File: src/rne_pkg.sv
// Package with the shared types, letter codes and pattern functions of the Roman numeral encoder.
package rne_pkg;

	localparam int unsigned NUM_W = 12;
	localparam int unsigned LETTER_W = 7;
	localparam int unsigned DIGIT_W = 4;
	localparam int unsigned QUOT_W = 9;
	localparam int unsigned PROD_W = 24;
	localparam int unsigned RECIP_SHIFT = 15;

	localparam logic [NUM_W-1:0] RECIP_TEN = 12'd3277;

	localparam logic [LETTER_W-1:0] CODE_NL = 7'd10;
	localparam logic [LETTER_W-1:0] CODE_I = 7'd73;
	localparam logic [LETTER_W-1:0] CODE_V = 7'd86;
	localparam logic [LETTER_W-1:0] CODE_X = 7'd88;
	localparam logic [LETTER_W-1:0] CODE_L = 7'd76;
	localparam logic [LETTER_W-1:0] CODE_C = 7'd67;
	localparam logic [LETTER_W-1:0] CODE_D = 7'd68;
	localparam logic [LETTER_W-1:0] CODE_M = 7'd77;

	localparam logic [1:0] POS_UNITS = 2'd0;
	localparam logic [1:0] POS_TENS = 2'd1;
	localparam logic [1:0] POS_HUNDREDS = 2'd2;
	localparam logic [1:0] POS_THOUSANDS = 2'd3;
	localparam logic [1:0] SPLIT_LAST = 2'd2;

	typedef enum logic [1:0] {
		SYM_ONE  = 2'd0,
		SYM_FIVE = 2'd1,
		SYM_TEN  = 2'd2
	} rne_sym_t;

	typedef struct packed {
		logic load;
		logic split;
		logic next_digit;
		logic step;
		logic newline;
	} rne_cmd_t;

	typedef struct packed {
		logic split_last;
		logic digit_done;
		logic last_digit;
		logic out_free;
	} rne_status_t;

	function automatic logic [2:0] digit_len(input logic [1:0] pos, input logic [DIGIT_W-1:0] dig);
		logic [2:0] len;
		len = 3'd0;
		if (pos == POS_THOUSANDS) begin
			if (dig >= 4'd1 && dig <= 4'd3) begin
				len = dig[2:0];
			end
		end else begin
			case (dig)
				4'd1: len = 3'd1;
				4'd2: len = 3'd2;
				4'd3: len = 3'd3;
				4'd4: len = 3'd2;
				4'd5: len = 3'd1;
				4'd6: len = 3'd2;
				4'd7: len = 3'd3;
				4'd8: len = 3'd4;
				4'd9: len = 3'd2;
				default: len = 3'd0;
			endcase
		end
		return len;
	endfunction

	function automatic logic [LETTER_W-1:0] letter_code(input logic [1:0] pos,
		input logic [DIGIT_W-1:0] dig, input logic [2:0] k);
		rne_sym_t sym;
		logic [LETTER_W-1:0] code;
		sym = SYM_ONE;
		case (dig)
			4'd4: sym = (k == 3'd0) ? SYM_ONE : SYM_FIVE;
			4'd5, 4'd6, 4'd7, 4'd8: sym = (k == 3'd0) ? SYM_FIVE : SYM_ONE;
			4'd9: sym = (k == 3'd0) ? SYM_ONE : SYM_TEN;
			default: sym = SYM_ONE;
		endcase
		case (pos)
			POS_UNITS: code = (sym == SYM_ONE) ? CODE_I : ((sym == SYM_FIVE) ? CODE_V : CODE_X);
			POS_TENS: code = (sym == SYM_ONE) ? CODE_X : ((sym == SYM_FIVE) ? CODE_L : CODE_C);
			POS_HUNDREDS: code = (sym == SYM_ONE) ? CODE_C : ((sym == SYM_FIVE) ? CODE_D : CODE_M);
			default: code = CODE_M;
		endcase
		return code;
	endfunction

endpackage

File: src/rne_in_if.sv
// Input channel carrying the binary number word.
interface rne_in_if;
	logic valid;
	logic ready;
	logic [rne_pkg::NUM_W-1:0] number;

	modport source (output valid, output number, input ready);
	modport sink (input valid, input number, output ready);
endinterface

File: src/rne_out_if.sv
// Output channel carrying one numeral letter word.
interface rne_out_if;
	logic valid;
	logic ready;
	logic [rne_pkg::LETTER_W-1:0] letter;
	logic last_letter;

	modport source (output valid, output letter, output last_letter, input ready);
	modport sink (input valid, input letter, input last_letter, output ready);
endinterface

File: src/rne_ctrl.sv
// Controller state machine that sequences digit splitting and letter emission.
module rne_ctrl (
	input  logic                 clk,
	input  logic                 arst_n,
	input  logic                 in_valid,
	output logic                 in_ready,
	input  rne_pkg::rne_status_t status,
	output rne_pkg::rne_cmd_t    cmd
);
	import rne_pkg::*;

	typedef enum logic [3:0] {
		S_IDLE  = 4'b0001,
		S_SPLIT = 4'b0010,
		S_EMIT  = 4'b0100,
		S_NL    = 4'b1000
	} rne_state_t;

	rne_state_t state_q;
	rne_state_t state_d;

	assign in_ready = (state_q == S_IDLE);

	always_comb begin
		state_d = state_q;
		cmd = '0;
		case (state_q)
			S_IDLE: begin
				if (in_valid) begin
					cmd.load = 1'b1;
					state_d = S_SPLIT;
				end
			end
			S_SPLIT: begin
				cmd.split = 1'b1;
				if (status.split_last) begin
					state_d = S_EMIT;
				end
			end
			S_EMIT: begin
				if (status.digit_done) begin
					if (status.last_digit) begin
						state_d = S_NL;
					end else begin
						cmd.next_digit = 1'b1;
					end
				end else if (status.out_free) begin
					cmd.step = 1'b1;
				end
			end
			S_NL: begin
				if (status.out_free) begin
					cmd.newline = 1'b1;
					state_d = S_IDLE;
				end
			end
			default: begin
				state_d = S_IDLE;
			end
		endcase
	end

	always_ff @(posedge clk or negedge arst_n) begin
		if (!arst_n) begin
			state_q <= S_IDLE;
		end else begin
			state_q <= state_d;
		end
	end

endmodule

File: src/rne_dp.sv
// Datapath with the divide-by-ten splitter, digit and letter counters and the output register.
module rne_dp (
	input  logic                          clk,
	input  logic                          arst_n,
	input  rne_pkg::rne_cmd_t             cmd,
	output rne_pkg::rne_status_t          status,
	input  logic [rne_pkg::NUM_W-1:0]     number,
	input  logic                          out_ready,
	output logic                          out_valid,
	output logic [rne_pkg::LETTER_W-1:0]  letter,
	output logic                          last_letter
);
	import rne_pkg::*;

	logic [NUM_W-1:0]    val_q;
	logic [DIGIT_W-1:0]  digits_q [4];
	logic [1:0]          split_cnt_q;
	logic [1:0]          dig_pos_q;
	logic [2:0]          let_pos_q;
	logic                out_valid_q;
	logic [LETTER_W-1:0] letter_q;
	logic                last_q;

	logic [PROD_W-1:0]   prod;
	logic [QUOT_W-1:0]   quot;
	logic [NUM_W-1:0]    quot_ten;
	logic [DIGIT_W-1:0]  rem;
	logic [DIGIT_W-1:0]  cur_dig;
	logic [2:0]          cur_len;

	assign prod = PROD_W'(val_q) * PROD_W'(RECIP_TEN);
	assign quot = prod[PROD_W-1:RECIP_SHIFT];
	assign quot_ten = NUM_W'({quot, 3'b000}) + NUM_W'({quot, 1'b0});
	assign rem = DIGIT_W'(val_q - quot_ten);

	assign cur_dig = digits_q[dig_pos_q];
	assign cur_len = digit_len(dig_pos_q, cur_dig);

	assign status.split_last = (split_cnt_q == SPLIT_LAST);
	assign status.digit_done = (let_pos_q >= cur_len);
	assign status.last_digit = (dig_pos_q == POS_UNITS);
	assign status.out_free = !out_valid_q || out_ready;

	assign out_valid = out_valid_q;
	assign letter = letter_q;
	assign last_letter = last_q;

	always_ff @(posedge clk or negedge arst_n) begin
		if (!arst_n) begin
			split_cnt_q <= '0;
			dig_pos_q <= '0;
			let_pos_q <= '0;
			out_valid_q <= 1'b0;
		end else begin
			if (cmd.load) begin
				split_cnt_q <= '0;
				dig_pos_q <= POS_THOUSANDS;
				let_pos_q <= '0;
			end else if (cmd.split) begin
				split_cnt_q <= split_cnt_q + 2'd1;
			end else if (cmd.next_digit) begin
				dig_pos_q <= dig_pos_q - 2'd1;
				let_pos_q <= '0;
			end else if (cmd.step) begin
				let_pos_q <= let_pos_q + 3'd1;
			end
			if (cmd.step || cmd.newline) begin
				out_valid_q <= 1'b1;
			end else if (out_ready) begin
				out_valid_q <= 1'b0;
			end
		end
	end

	always_ff @(posedge clk) begin
		if (cmd.load) begin
			val_q <= number;
		end else if (cmd.split) begin
			val_q <= NUM_W'(quot);
			digits_q[split_cnt_q] <= rem;
			if (split_cnt_q == SPLIT_LAST) begin
				digits_q[POS_THOUSANDS] <= quot[DIGIT_W-1:0];
			end
		end
		if (cmd.step) begin
			letter_q <= letter_code(dig_pos_q, cur_dig, let_pos_q);
			last_q <= 1'b0;
		end else if (cmd.newline) begin
			letter_q <= CODE_NL;
			last_q <= 1'b1;
		end
	end

endmodule

File: src/roman_numeral_encoder_top.sv
// Top level of the Roman numeral encoder.
// Each input word is a binary number, meant for 0 to 3999, that comes out as a run of ASCII
// Roman numeral letters, one letter per output word, most significant digit first and closed
// by a newline word with last_letter set; zero gives the newline alone, and a number of 4000
// or more gives no thousands letters. After the input word is taken, multiply-by-reciprocal
// division splits it into decimal digits, then the output register moves one letter per cycle
// while the sink does not stall, with a pause at each of the four digit positions and then
// the closing newline. The next number is taken while the closing newline still waits in the
// output register.
module roman_numeral_encoder_top (
	input  logic        clk,
	input  logic        arst_n,
	rne_in_if.sink      din,
	rne_out_if.source   dout
);
	import rne_pkg::*;

	rne_cmd_t    cmd;
	rne_status_t status;

	rne_ctrl u_ctrl (
		.clk      (clk),
		.arst_n   (arst_n),
		.in_valid (din.valid),
		.in_ready (din.ready),
		.status   (status),
		.cmd      (cmd)
	);

	rne_dp u_dp (
		.clk         (clk),
		.arst_n      (arst_n),
		.cmd         (cmd),
		.status      (status),
		.number      (din.number),
		.out_ready   (dout.ready),
		.out_valid   (dout.valid),
		.letter      (dout.letter),
		.last_letter (dout.last_letter)
	);

	a_last_is_newline: assert property (@(posedge clk) disable iff (!arst_n)
		dout.valid && dout.last_letter |-> dout.letter == CODE_NL)
		else $error("closing word is not a newline");

	a_busy_after_accept: assert property (@(posedge clk) disable iff (!arst_n)
		din.valid && din.ready |=> !din.ready)
		else $error("input taken again before the run finished");

	a_idle_only_newline_pending: assert property (@(posedge clk) disable iff (!arst_n)
		din.ready && dout.valid |-> dout.last_letter)
		else $error("ready for a new number while letters are still pending");

endmodule

File: src/flat_wrapper.sv
// flat-port wrapper written by rule: the top's interface ports become plain ports
module roman_numeral_encoder_top_flat import rne_pkg::*;
  (clk, arst_n, din_valid, din_number, din_ready, dout_valid, dout_letter, dout_last_letter, dout_ready);
  rne_in_if din_i ();
  rne_out_if dout_i ();
  input  logic clk;
  input  logic arst_n;
  input wire logic [$bits(din_i.valid)-1:0] din_valid;
  input wire logic [$bits(din_i.number)-1:0] din_number;
  output wire logic [$bits(din_i.ready)-1:0] din_ready;
  output wire logic [$bits(dout_i.valid)-1:0] dout_valid;
  output wire logic [$bits(dout_i.letter)-1:0] dout_letter;
  output wire logic [$bits(dout_i.last_letter)-1:0] dout_last_letter;
  input wire logic [$bits(dout_i.ready)-1:0] dout_ready;
  assign din_i.valid = din_valid;
  assign din_i.number = din_number;
  assign din_ready = din_i.ready;
  assign dout_valid = dout_i.valid;
  assign dout_letter = dout_i.letter;
  assign dout_last_letter = dout_i.last_letter;
  assign dout_i.ready = dout_ready;
  roman_numeral_encoder_top u_core (.clk(clk), .arst_n(arst_n), .din(din_i), .dout(dout_i));
endmodule
File: config.mk
export PLATFORM = sky130hd
export DESIGN_NAME = roman_numeral_encoder_top_flat
export DESIGN_NICKNAME = d
export VERILOG_FILES = /design/src/rne_pkg.sv /design/src/rne_in_if.sv /design/src/rne_out_if.sv /design/src/rne_ctrl.sv /design/src/rne_dp.sv /design/src/roman_numeral_encoder_top.sv /design/src/flat_wrapper.sv
export SDC_FILE = /design/constraint.sdc
export NUM_CORES = 1
export LEC_CHECK = 0
export BUFFER_PORTS_ARGS = -buffer_cell sky130_fd_sc_hd__buf_4
export CAP_MARGIN = 20
export CELL_PAD_IN_SITES_DETAIL_PLACEMENT = 0
export CELL_PAD_IN_SITES_GLOBAL_PLACEMENT = 2
export CORE_ASPECT_RATIO = 1.1
export CORE_UTILIZATION = 30
export CTS_BUF_LIST = sky130_fd_sc_hd__clkbuf_2
export DETAILED_ROUTE_END_ITERATION = 16
export GPL_TIMING_DRIVEN = 0
export PLACE_DENSITY = 0.63
export SLEW_MARGIN = 20
export SYNTH_ARGS = -nofsm -noshare
export SYNTH_HDL_FRONTEND = slang
export SYNTH_SLANG_ARGS = --single-unit
File: constraint.sdc
create_clock -name clk -period 14.9 [get_ports clk]
set_input_delay 0.745 -clock clk [delete_from_list [all_inputs] [get_ports clk]]
set_output_delay 0.745 -clock clk [all_outputs]
set_load 0.02 [all_outputs]
# Yosys cells after proc, flatten, opt, wreduce, memory -nomap -nowiden
# Memories as Yosys holds them, arrays and structs flattened.
# Index checks and enable logic that the tools add are counted.
[word_totals]
input_bits = 16
out_inout_bits = 10
ff_bits = 32
ram_bits = 16
mem_bits_ro = 48
memories = 2
[op_classes]
multipliers = 1
n_lt_le_gt_ge = 3
n_eq_ne = 21
mux = 51
addsub = 5
n_reduce_logical = 16
[memory_table]
columns = ["memory", "depth", "word_bits", "rd", "rd_clocked_by_memory_dff", "wr", "line_no", "source"]
rows = [
  ["(name not given)", 16, 3, 1, 0, 0, "rne_pkg.sv:57", "case (dig)"],
  ["u_core.u_dp.digits_q", 4, 4, 1, 0, 2, "rne_dp.sv:16", "logic [DIGIT_W-1:0] digits_q [4];"],
]
[ops]
columns = ["op", "count"]
rows = [
  ["4-bit two-way mux", 9],
  ["12-bit by 12-bit multiplier with 24-bit output (second input constant)", 1],
  ["12-bit two-way mux", 2],
  ["4-bit by 3-bit equality test with 1-bit output (second input constant)", 5],
  ["1-bit two-way mux", 19],
  ["3-bit two-way mux", 6],
  ["2-bit two-way mux", 8],
  ["4-bit one-hot mux with 4 select lines", 1],
  ["5-bit one-hot mux with 3 select lines", 1],
  ["7-bit two-way mux", 2],
  ["4-bit equality test (second input constant)", 3],
  ["5-bit two-way mux", 2],
  ["2-bit by 1-bit != test with 1-bit output (second input constant)", 5],
  ["2-bit nonzero test", 4],
  ["2-bit equality test (second input constant)", 3],
  ["2-bit one-hot mux with 3 select lines", 1],
  ["5-bit AND reduction", 1],
  ["4-bit adder", 1],
  ["2-bit by 1-bit equality test with 1-bit output (second input constant)", 2],
  ["4-bit by 1-bit equality test with 1-bit output (second input constant)", 1],
  ["4-bit by 2-bit equality test with 1-bit output (second input constant)", 1],
  ["4-bit by 1-bit greater-or-equal comparator with 1-bit output (second input constant)", 1],
  ["4-bit by 2-bit less-or-equal comparator with 1-bit output (second input constant)", 1],
  ["2-bit zero test", 2],
  ["13 further kinds", 15],
]

# Logic depth before layout (Yosys ltp)
# Gate-level depths: netlist of run 1.
# An unclocked memory read counts as a cell.
[logic_depth]
word_depth = 14
ltp_mapped = 20

# By module
# Synthesis of run 1 repeated with hierarchy kept, for this count alone.
[hier_totals]
cells_unflattened = 492
area_unflattened_um2 = 5133.7
[modules_own_cells]
columns = ["module", "area_per_inst_um2", "cells_per_inst", "seq_area_each_um2", "n_inst"]
rows = [
  ["rne_dp", 4845.9, 463, 1241.2, 1],
  ["rne_ctrl", 287.8, 29, 101.3, 1],
]

# Worst setup path before layout of run 1
# OpenSTA, ideal clock, no wires.
[synth_path]
kind = "reg2reg"
from = "register u_core.u_dp.val_q[3]"
to = "register u_core.u_dp.val_q[7], data pin"
path_slack_ns = 9.894
t_required_ns = 14.645
arrival_time_ns = 4.751
path_stages_with_launch = 18
cell_sequence = "edfxtp_1 > ha_1 > inv_1 > fa_1 > inv_1 > fa_1 > fa_1 > inv_1 > fa_1 > inv_1 > ha_1 > nand2_1 > o21ai_1 > a31oi_1 > nand3_1 > and4_1 > or4_1 > a31o_1"
[synth_via]
elab_chain_cells = 3
[synth_rtl]
columns = ["item", "line_no", "source"]
rows = [
  ["start: declaration", "rne_dp.sv:15", "logic [NUM_W-1:0] val_q;"],
  ["start signal: assignment", "rne_dp.sv:77", "val_q <= number;"],
  ["start signal: assignment", "rne_dp.sv:79", "val_q <= NUM_W'(quot);"],
  ["12-bit by 12-bit multiplier with 24-bit output", "rne_dp.sv:31", "assign prod = PROD_W'(val_q) * PROD_W'(RECIP_TEN);"],
  ["12-bit two-way mux", "rne_dp.sv:78", "end else if (cmd.split) begin"],
  ["12-bit two-way mux", "rne_dp.sv:76", "if (cmd.load) begin"],
]
# Every way passes these cells. The select of a mux whose other input is x is not followed.
# A chain may end at the register's enable or synchronous reset.

==> results.md, run 1 <==
- Clock transition at the registers of the reported paths: 0.27 ns
- Routability congestion estimate: 0.7631
- Gate count after technology mapping: 480
- Standard-cell rows: 49
- Achievable clock frequency: 174.6 MHz
- Core outline area: 16370 µm²
- Cell variety after synth: 61
- Mean instance size in the synthesized netlist: 10.47 µm²
- Via count: 3307
- Largest net degree at the start of global routing: 16
- Avg WL per Cell: 14.59 µm
- Via count of the first global-routing pass: 3441
- Fraction of the cycle the final worst path needs: 0.3844
- Async set or reset register ratio after synthesis: 0.2553
- Kind of end point of the critical path: flip-flop
- Count of flip-flops with a built-in enable after synthesis: 34
- Commonest non-fill, non-tap cell in the layout: ha_1
- Worst Clk Skew: 0.02317 ns
- Final cell utilization of the core: 0.3365
- Number of hold violations in the final report: 0
- Clock tree sinks: 47
- Number of routed nets with antenna violations: 0
- Synth Net Count: 636
- Synth warnings: 0
- Num ports: 26
- Slew margin rel.: 0.3481
- Global routing usage summed across all routing layers: 0.1294
- Port bufs: 24
- Post-route insts no fill: 717
- Area taken by multi-input logic gates: 3267 µm²
- Global-route wire length before repair: 17060 µm
- Data arrival time of the critical path: 6.04 ns
- Setup repair after global routing missed its margin: false
- Primary flip-flop cell chosen by synthesis mapping: edfxtp_1
- Run status: finished clean
- Number of fillers in the final layout: 1640
- Minimum clock period after layout: 5.727 ns
- Worst Path Max Fanout: 6
- Number of nets in the layout: 667
- Worst setup path class: reg -> reg
- Worst hold margin: 0.05970 ns
- Most frequent cells in the layout: ha_1, inv_1, fa_1
- Number of H-tree levels: 2
- Maximum Capacitance Violations: 0
- Initial core utilization: 0.3070
- Netlist area before placement: 5026 µm²
- Number of vias per cell: 4.612
- Register area: 1343 µm²
- Count of placed standard cells including taps: 708
- TritonCTS clock tree: done
- Buffer type at the clock tree root: clkbuf_2
- DP Wirelength: 8900 µm
- CTS max path bufs: 2
- Synthesized flop and latch total: 47
- Number of DRC markers in iteration 0: 102
- Setup-failing EPs final: 0
- Initial antenna violation count: 1
- DRC violation count after routing: 0
- Horiz. Die Dim: 125.4 µm
- Hold Crit Class: in -> async
- DRT Wirelength: 10460 µm
- Setup_tns: 0 ns
- Share of cells above drive strength 1: 0.1016
- Overall die area: 17280 µm²
- Kind of launch point of the worst setup path: flip-flop
- Remaining global-route overflow: 0
- Count of cells resized by post-cts repair: 0
- Drt first pass iters: 6
- Buffers inserted by post-CTS timing repair: 0
- Layout overhead on the synthesized area: 9.584%
- Number of max-slew violations in the final report: 0
- Hold-fix buffers, CTS: 0
- Required time reported for the critical path endpoint: 15.21 ns
- Number of buffers created by CTS: 5
- Slew at the pin closest to its max-slew limit: 0.9643 ns
- Sequential share of the synthesized area: 0.2671
- Die H: 137.8 µm
- Latest clock arrival within the worst-skew pair: 0.46 ns
-- kinds of logic (layout without fill, tap and decap cells) --
family | after synthesis | count (layout) | synth area share
compound gates | 56 | 56 | 0.07593
xor+xnor | 14 | 14 | 0.02713
fa+ha+maj | 140 | 140 | 0.4038
buf+inv | 108 | 140 | 0.08290
flops | 47 | 47 | 0.2671
mux | 8 | 8 | 0.02589
other cells | 1 | 2 | 0.0007461
simple gates | 106 | 106 | 0.1165
-- layer usage --
metal	wire length, µm	up-vias	share of wire	GRT usage
met2	5365	29	0.51	0.2446
met1	4777	1587	0.46	0.1548
met5	0	-	0	0
met4	122	0	0.012	0.02981
li1	-	1681	-	-
met3	197	10	0.019	0.01864
-- stage by stage --
step	area (µm²)	worst slack, ns
2_1_floorplan	5026	9.894
3_3_place_gp	5461	9.193
3_5_place_dp	5461	9.223
4_1_cts	5505	9.140
5_1_grt	5508	8.849
6_report	5508	9.173
-- area by class of cell --
class | count | share of cell area
timing repair buffer | 24 | 0.03271
clock buffer | 6 | 0.005452
antenna | 1 | 0.0004543
buffer | 8 | 0.007497
inverter | 100 | 0.06815
multi-input combinational | 325 | 0.5931
tap | 204 | 0.04634
clock inverter | 2 | 0.002499
sequential | 47 | 0.2438
-- critical path, stage by stage, from the launching register on --
cell,delay (ns)
edfxtp_1,0.62
ha_1,0.39
inv_1,0.07
fa_1,0.52
inv_1,0.06
fa_1,0.53
fa_1,0.57
inv_1,0.06
fa_1,0.53
inv_1,0.05
ha_1,0.29
nand4_1,0.18
a21oi_1,0.22
o21a_1,0.23
o211a_1,0.23
ha_1,0.26
a211oi_1,0.28
xnor3_1,0.29
mux2i_1,0.20
-- flip-flops by register name, indices dropped and copies added (netlist names) --
register and flops:
u_core.u_dp.dig_pos_q 2, u_core.u_dp.split_cnt_q 2, u_core.u_dp.out_valid 1, u_core.u_dp.let_pos_q 3, u_core.u_dp.last_letter 1, u_core.u_ctrl.state_q 4
u_core.u_dp.letter 6, u_core.u_dp.val_q 12, u_core.u_dp.digits_q 16
-- path summary, 6_finish.rpt --
kind	start	end	slack [ns]	depth (start not counted)
hold reg to reg	u_core.u_dp.last_letter	u_core.u_dp.last_letter	0.51	2
hold / removal	arst_n	u_core.u_dp.split_cnt_q[1]	0.06	1
setup / recovery	u_core.u_dp.val_q[3]	u_core.u_dp.digits_q[3][3]	9.17	18
max in group asynchronous	arst_n	u_core.u_ctrl.state_q[0]	14.61	1
min in group clk	u_core.u_dp.last_letter	u_core.u_dp.last_letter	0.51	2
setup reg to reg	u_core.u_dp.val_q[3]	u_core.u_dp.digits_q[3][3]	9.17	18
-- synthesized netlist by cell type, types with 7 or more instances --
master	number	area [µm²]
ha_1	103	1289
inv_1	99	371.6
fa_1	37	740.7
edfxtp_1	34	1021
nand2_1	30	112.6
nor2_1	22	82.58
a21oi_1	17	85.08
dfrtp_1	11	275.3
and3_1	7	43.79
xor2_1	7	61.31
Power of run 1 is not shown: default switching activity piles up to over one toggle a cycle in this logic, so the estimate is an artifact.
==> inputs of run 2 (changes only) <==
--- a/config.mk
+++ b/config.mk
@@ -14,7 +14,7 @@
 export CTS_BUF_LIST = sky130_fd_sc_hd__clkbuf_2
 export DETAILED_ROUTE_END_ITERATION = 16
 export GPL_TIMING_DRIVEN = 0
-export PLACE_DENSITY = 0.63
+export PLACE_DENSITY = 0.65
 export SLEW_MARGIN = 20
 export SYNTH_ARGS = -nofsm -noshare
 export SYNTH_HDL_FRONTEND = slang
==> constraint.sdc (replaced) <==
create_clock -name clk -period 4.7 [get_ports clk]
set_input_delay 0.235 -clock clk [delete_from_list [all_inputs] [get_ports clk]]
set_output_delay 0.235 -clock clk [all_outputs]
set_load 0.02 [all_outputs]
==> results.md, run 2 (synthesis gave the netlist of run 1 again) <==
- CTS max path bufs: 2
- Initial core utilization: 0.3070
- Remaining global-route overflow: 0
- DRC violation count after routing: 0
- Number of DRC markers in iteration 0: 84
- Flip-flop count of the largest register after layout: 16
- Via count of the first global-routing pass: 3536
- Data arrival time of the critical path: 5.32 ns
- Clock transition at the registers of the reported paths: 0.25 ns
- Max stage delay cell, worst path: edfxtp_1
- Number of fillers in the final layout: 1631
- Min setup slack post-route: -0.3423 ns
- FF-to-FF Start: u_core.u_dp.val_q[7]
- Final cell utilization of the core: 0.3699
- Required time reported for the critical path endpoint: 4.98 ns
- Number of max-slew violations in the final report: 0
- Global-route wire length before repair: 17530 µm
- CP most frequent cell: fa_1
- Most frequent cells in the layout: inv_1, ha_1, buf_4
- Register-to-Register Path Depth: 18
- Number of H-tree levels: 2
- Area taken by multi-input logic gates: 3547 µm²
- Kind of launch point of the worst setup path: flip-flop
- Clock tree sinks: 47
- Number of buffers created by CTS: 5
- Overall die area: 17280 µm²
- Flop-to-flop setup slack: -0.34 ns
- Via count: 3407
- Layout overhead on the synthesized area: 20.49%
- Fraction of the cycle the final worst path needs: 1.073
- Slew margin rel.: 0.3785
- Standard-cell rows: 49
- Routability congestion estimate: 0.7726
- Cell count of the worst hold path: 3
- DRT Wirelength: 10800 µm
- Maximum Capacitance Violations: 0
- CP max stage delay: 0.54 ns
- Num ports: 26
- Register area: 1343 µm²
- Start point of the worst hold path: din_valid
- Number of routed nets with antenna violations: 0
- Number of nets in the layout: 698
- Port bufs: 24
- Avg WL per Cell: 14.46 µm
- Count of placed standard cells including taps: 708
- Achievable clock frequency: 198.3 MHz
- Initial antenna violation count: 0
- DP Wirelength: 8978 µm
- WHS Endpoint: u_core.u_ctrl.state_q[0]
- Violations in the final reports: negative setup slack
- Kind of end point of the critical path: flip-flop
- Setup repair after global routing missed its margin: true
- Global routing usage summed across all routing layers: 0.1311
- Core outline area: 16370 µm²
- Post-route insts no fill: 747
- Largest net degree at the start of global routing: 15
- Setup-failing EPs final: 13
- Horiz. Die Dim: 125.4 µm
- Worst setup path class: reg -> reg
- Worst Path Max Fanout: 3
- TritonCTS clock tree: done
- Series of cell instances along the critical path: ha_4 -> inv_2 -> fa_1 -> inv_1 -> fa_1 -> fa_1 -> inv_1 -> fa_1 -> inv_1 -> ha_4 -> nand4_1 -> a21oi_2 -> o21a_1 -> o211a_1 -> ha_4 -> a211oi_4 -> xnor3_1 -> mux2i_1
- Antenna cell count: 0
- Die H: 137.8 µm
- Number of hold violations in the final report: 0
- Slew at the pin closest to its max-slew limit: 0.9193 ns
- Run status: complete, but fails checks
- Buffer type at the clock tree root: clkbuf_2
- Worst Clk Skew: 0.03072 ns
- Share of cells above drive strength 1: 0.2192
- Register bank with the most flops: u_core.u_dp.digits_q
- Hold Crit Class: in -> reg
- Number of vias per cell: 4.561
- Latest clock arrival within the worst-skew pair: 0.41 ns
- Minimum clock period after layout: 5.042 ns
- Critical R2R Capture: u_core.u_dp.digits_q[3][3]
- Drt first pass iters: 6
==> run 2: cell count changes in the layout (fill, tap and decap cells not counted), moves of 9 or more <==
| cell | delta |
|---|---|
| buf_4 | +27 |
| ha_1 | -14 |
| ha_4 | +14 |
| inv_1 | -10 |
| inv_2 | +9 |
==> run 2: area by class of cell <==
type                    instances  area share
multi-input cells             325      0.5857
clock buffers                   7    0.005785
flip-flops and latches         47      0.2217
plain buffers                   8    0.006818
inverters                     100     0.06240
well taps                     204     0.04215
clock inverters                 1    0.004959
repair buffers                 55     0.07045
==> run 2: routing by layer <==
metal / GRT usage / wire length [µm] / vias to the layer above
met5: 0 / 0 / -
met4: 0.02304 / 65 / 0
met3: 0.01398 / 125 / 6
met2: 0.2542 / 5718 / 23
met1: 0.1576 / 4888 / 1639
li1: - / - / 1739
==> run 2: repair_timing <==
| action | CTS | global route |
|---|---|---|
| hold buffers | 1 | 0 |
| setup buffers | 19 | 11 |
| endpoints found under the hold margin | 12 | 0 |
| resized for setup | 11 | 20 |
| setup endpoints to repair | 19 | 20 |
| pin swaps | 7 | 6 |
==> run 2: how the worst max path moves through the flow <==
stage                         start                         end  slack, ns  depth (start not counted)
2_1_floorplan  u_core.u_dp.val_q[7]        u_core.u_dp.val_q[7]      -0.05                         17
3_5_place_dp   u_core.u_dp.val_q[7]  u_core.u_dp.digits_q[3][3]      -0.66                         18
5_1_grt        u_core.u_dp.val_q[7]  u_core.u_dp.digits_q[3][3]      -0.58                         16
4_1_cts        u_core.u_dp.val_q[7]  u_core.u_dp.digits_q[3][3]      -0.47                         16
3_3_place_gp   u_core.u_dp.val_q[7]        u_core.u_dp.val_q[7]      -0.61                         17
6_report       u_core.u_dp.val_q[7]  u_core.u_dp.digits_q[3][3]      -0.34                         18
==> run 2: worst max-delay path, delay by kind of cell, from the launching register on <==
kind,cells,cell delay [ns]
adder cells (fa/ha/maj),7,2.79
multiplexers,1,0.18
XOR/XNOR,1,0.27
AO/OA/AOI/OAI,4,0.75
buffers and inverters,4,0.20
flip-flops,1,0.54
AND/OR/NAND/NOR,1,0.18
==> run 2: through the flow <==
step	area (µm²)	setup TNS, ns	setup slack, ns	hold WS (ns)
3_5_place_dp	5570	-6.034	-0.6583	0.08597
3_3_place_gp	5570	-5.422	-0.6084	0.08901
6_report	6056	-2.375	-0.3423	0.07665
4_1_cts	5859	-3.579	-0.4656	0.05118
2_1_floorplan	5135	-0.04912	-0.04912	-0.06059
5_1_grt	6056	-5.924	-0.5766	0.04754
Power of run 2 is left out for the same reason.
==> inputs of run 3 (changes only) <==
--- a/config.mk
+++ b/config.mk
@@ -14,7 +14,8 @@
 export CTS_BUF_LIST = sky130_fd_sc_hd__clkbuf_2
 export DETAILED_ROUTE_END_ITERATION = 16
 export GPL_TIMING_DRIVEN = 0
-export PLACE_DENSITY = 0.65
+export PLACE_DENSITY = 0.63
+export SKIP_LAST_GASP = 1
 export SLEW_MARGIN = 20
 export SYNTH_ARGS = -nofsm -noshare
 export SYNTH_HDL_FRONTEND = slang
==> constraint.sdc (replaced) <==
create_clock -name clk -period 4.8 [get_ports clk]
set_input_delay 0.24 -clock clk [delete_from_list [all_inputs] [get_ports clk]]
set_output_delay 0.24 -clock clk [all_outputs]
set_load 0.02 [all_outputs]
==> results.md, run 3 (synthesis gave the netlist of run 1 again) <==
- Finished layout cell area: 5889 µm²
- Number of max-slew violations in the final report: 0
- Die H: 137.8 µm
- Run status: complete, but fails checks
- Min setup slack post-route: -0.2998 ns
- Remaining global-route overflow: 0
- Global routing usage summed across all routing layers: 0.1335
- TritonCTS clock tree: done
- Cell count of the worst hold path: 3
- Post-place instance area: 5502 µm²
- Initial antenna violation count: 0
- Horiz. Die Dim: 125.4 µm
- Most frequent cells in the layout: inv_1, ha_1, buf_4
- Maximum Capacitance Violations: 0
- DRT Wirelength: 10700 µm
- Setup repair after global routing missed its margin: true
- Commonest non-fill, non-tap cell in the layout: inv_1
- Register bank with the most flops: u_core.u_dp.digits_q
- Number of buffers created by CTS: 5
- Worst setup path class: reg -> reg
- CTS max path bufs: 2
- DP Wirelength: 8897 µm
- Worst hold margin: 0.06882 ns
- Place WS: -0.6154 ns
- Number of routed nets with antenna violations: 0
- Buffer type at the clock tree root: clkbuf_2
- Avg WL per Cell: 14.49 µm
- Drt first pass iters: 6
- Flip-flop count of the largest register after layout: 16
- Worst Clk Skew: 0.02374 ns
- Antenna cell count: 0
- Minimum clock period after layout: 5.100 ns
- Global-route wire length before repair: 17610 µm
- Layout overhead on the synthesized area: 17.18%
- Register area: 1343 µm²
- Fraction of the cycle the final worst path needs: 1.062
- Register-to-Register Path Depth: 18
- Num ports: 26
- Kind of launch point of the worst setup path: flip-flop
- Number of DRC markers in iteration 0: 143
- Number of hold violations in the final report: 0
- Largest net degree at the start of global routing: 16
- Latest clock arrival within the worst-skew pair: 0.45 ns
- Initial core utilization: 0.3070
- Number of nets in the layout: 689
- Number of fillers in the final layout: 1653
- Number of vias per cell: 4.610
- Area taken by multi-input logic gates: 3476 µm²
- Standard-cell rows: 49
- Final cell utilization of the core: 0.3598
- Worst Path Max Fanout: 3
- Clock tree sinks: 47
- Share of cells above drive strength 1: 0.1835
- Violations in the final reports: negative setup slack
- DRC violation count after routing: 0
- Core outline area: 16370 µm²
- Achievable clock frequency: 196.1 MHz
- Overall die area: 17280 µm²
- Slew at the pin closest to its max-slew limit: 0.9468 ns
- Slew margin rel.: 0.3599
- Required time reported for the critical path endpoint: 5.10 ns
- Via count: 3402
- Number of H-tree levels: 2
- Routability congestion estimate: 0.7672
- Hold Crit Class: in -> reg
- Setup-failing EPs final: 11
- Port bufs: 24
- Clock transition at the registers of the reported paths: 0.24 ns
- Kind of end point of the critical path: flip-flop
- Via count of the first global-routing pass: 3546
- Data arrival time of the critical path: 5.40 ns
[run 3: cell types whose count changed in the layout (fill, tap and decap cells not counted), moves of 4 or more]
cell,change
inv_2,-5
ha_1,+4
buf_4,-8
ha_4,-4
inv_1,+6
[run 3: path summary, 6_finish.rpt]
kind,from,slack (ns),endpoint
worst min register to register,u_core.u_dp.last_letter,0.51,u_core.u_dp.last_letter
worst min-delay path,din_valid,0.07,u_core.u_ctrl.state_q[0]
max in group asynchronous,arst_n,4.45,u_core.u_ctrl.state_q[0]
min in group asynchronous,arst_n,0.10,u_core.u_dp.let_pos_q[0]
worst max register to register,u_core.u_dp.val_q[2],-0.30,u_core.u_dp.digits_q[3][3]
worst max-delay path,u_core.u_dp.val_q[2],-0.30,u_core.u_dp.digits_q[3][3]
[run 3: layer usage]
layer	vias to the layer above	part of all wire	global-route usage
met5	-	0	0
met4	0	0.0093	0.02778
met3	9	0.013	0.01670
met2	25	0.53	0.2623
met1	1649	0.44	0.1548
li1	1719	-	-
[run 3: what timing repair did]
item	in CTS	in global routing
endpoints found under the hold margin	12	0
buffers inserted	25	2
hold buffers	1	0
gates resized for setup	26	1
pin swaps	8	1
endpoints found under the setup margin	19	20
[run 3: area by class of cell]
type                            instances  share of cell area
Multi-Input combinational cell        325              0.5902
Inverter                              100             0.06373
Sequential cell                        47              0.2280
Tap cell                              204             0.04334
Timing Repair Buffer                   46             0.06034
Buffer                                  8            0.007011
Clock buffer                            6            0.005099
Clock inverter                          2            0.002337
[run 3: critical path: stages, from the launching register on]
cell      delay (ns)
edfxtp_1        0.57
ha_4            0.32
inv_2           0.03
fa_1            0.52
inv_1           0.05
fa_1            0.48
fa_1            0.52
inv_2           0.04
fa_1            0.55
inv_2           0.05
ha_4            0.26
nand4_1         0.18
a21oi_2         0.20
o21a_1          0.15
o211a_1         0.21
ha_4            0.22
a211oi_2        0.20
xnor3_1         0.28
mux2i_1         0.14
[run 3: through the flow]
stage,cells,TNS (ns)
6_report,738,-1.378
2_1_floorplan,480,0
5_1_grt,738,-5.497
3_5_place_dp,708,-5.897
4_1_cts,737,-2.235
3_3_place_gp,708,-5.892
Power of run 3 is left out for the same reason.
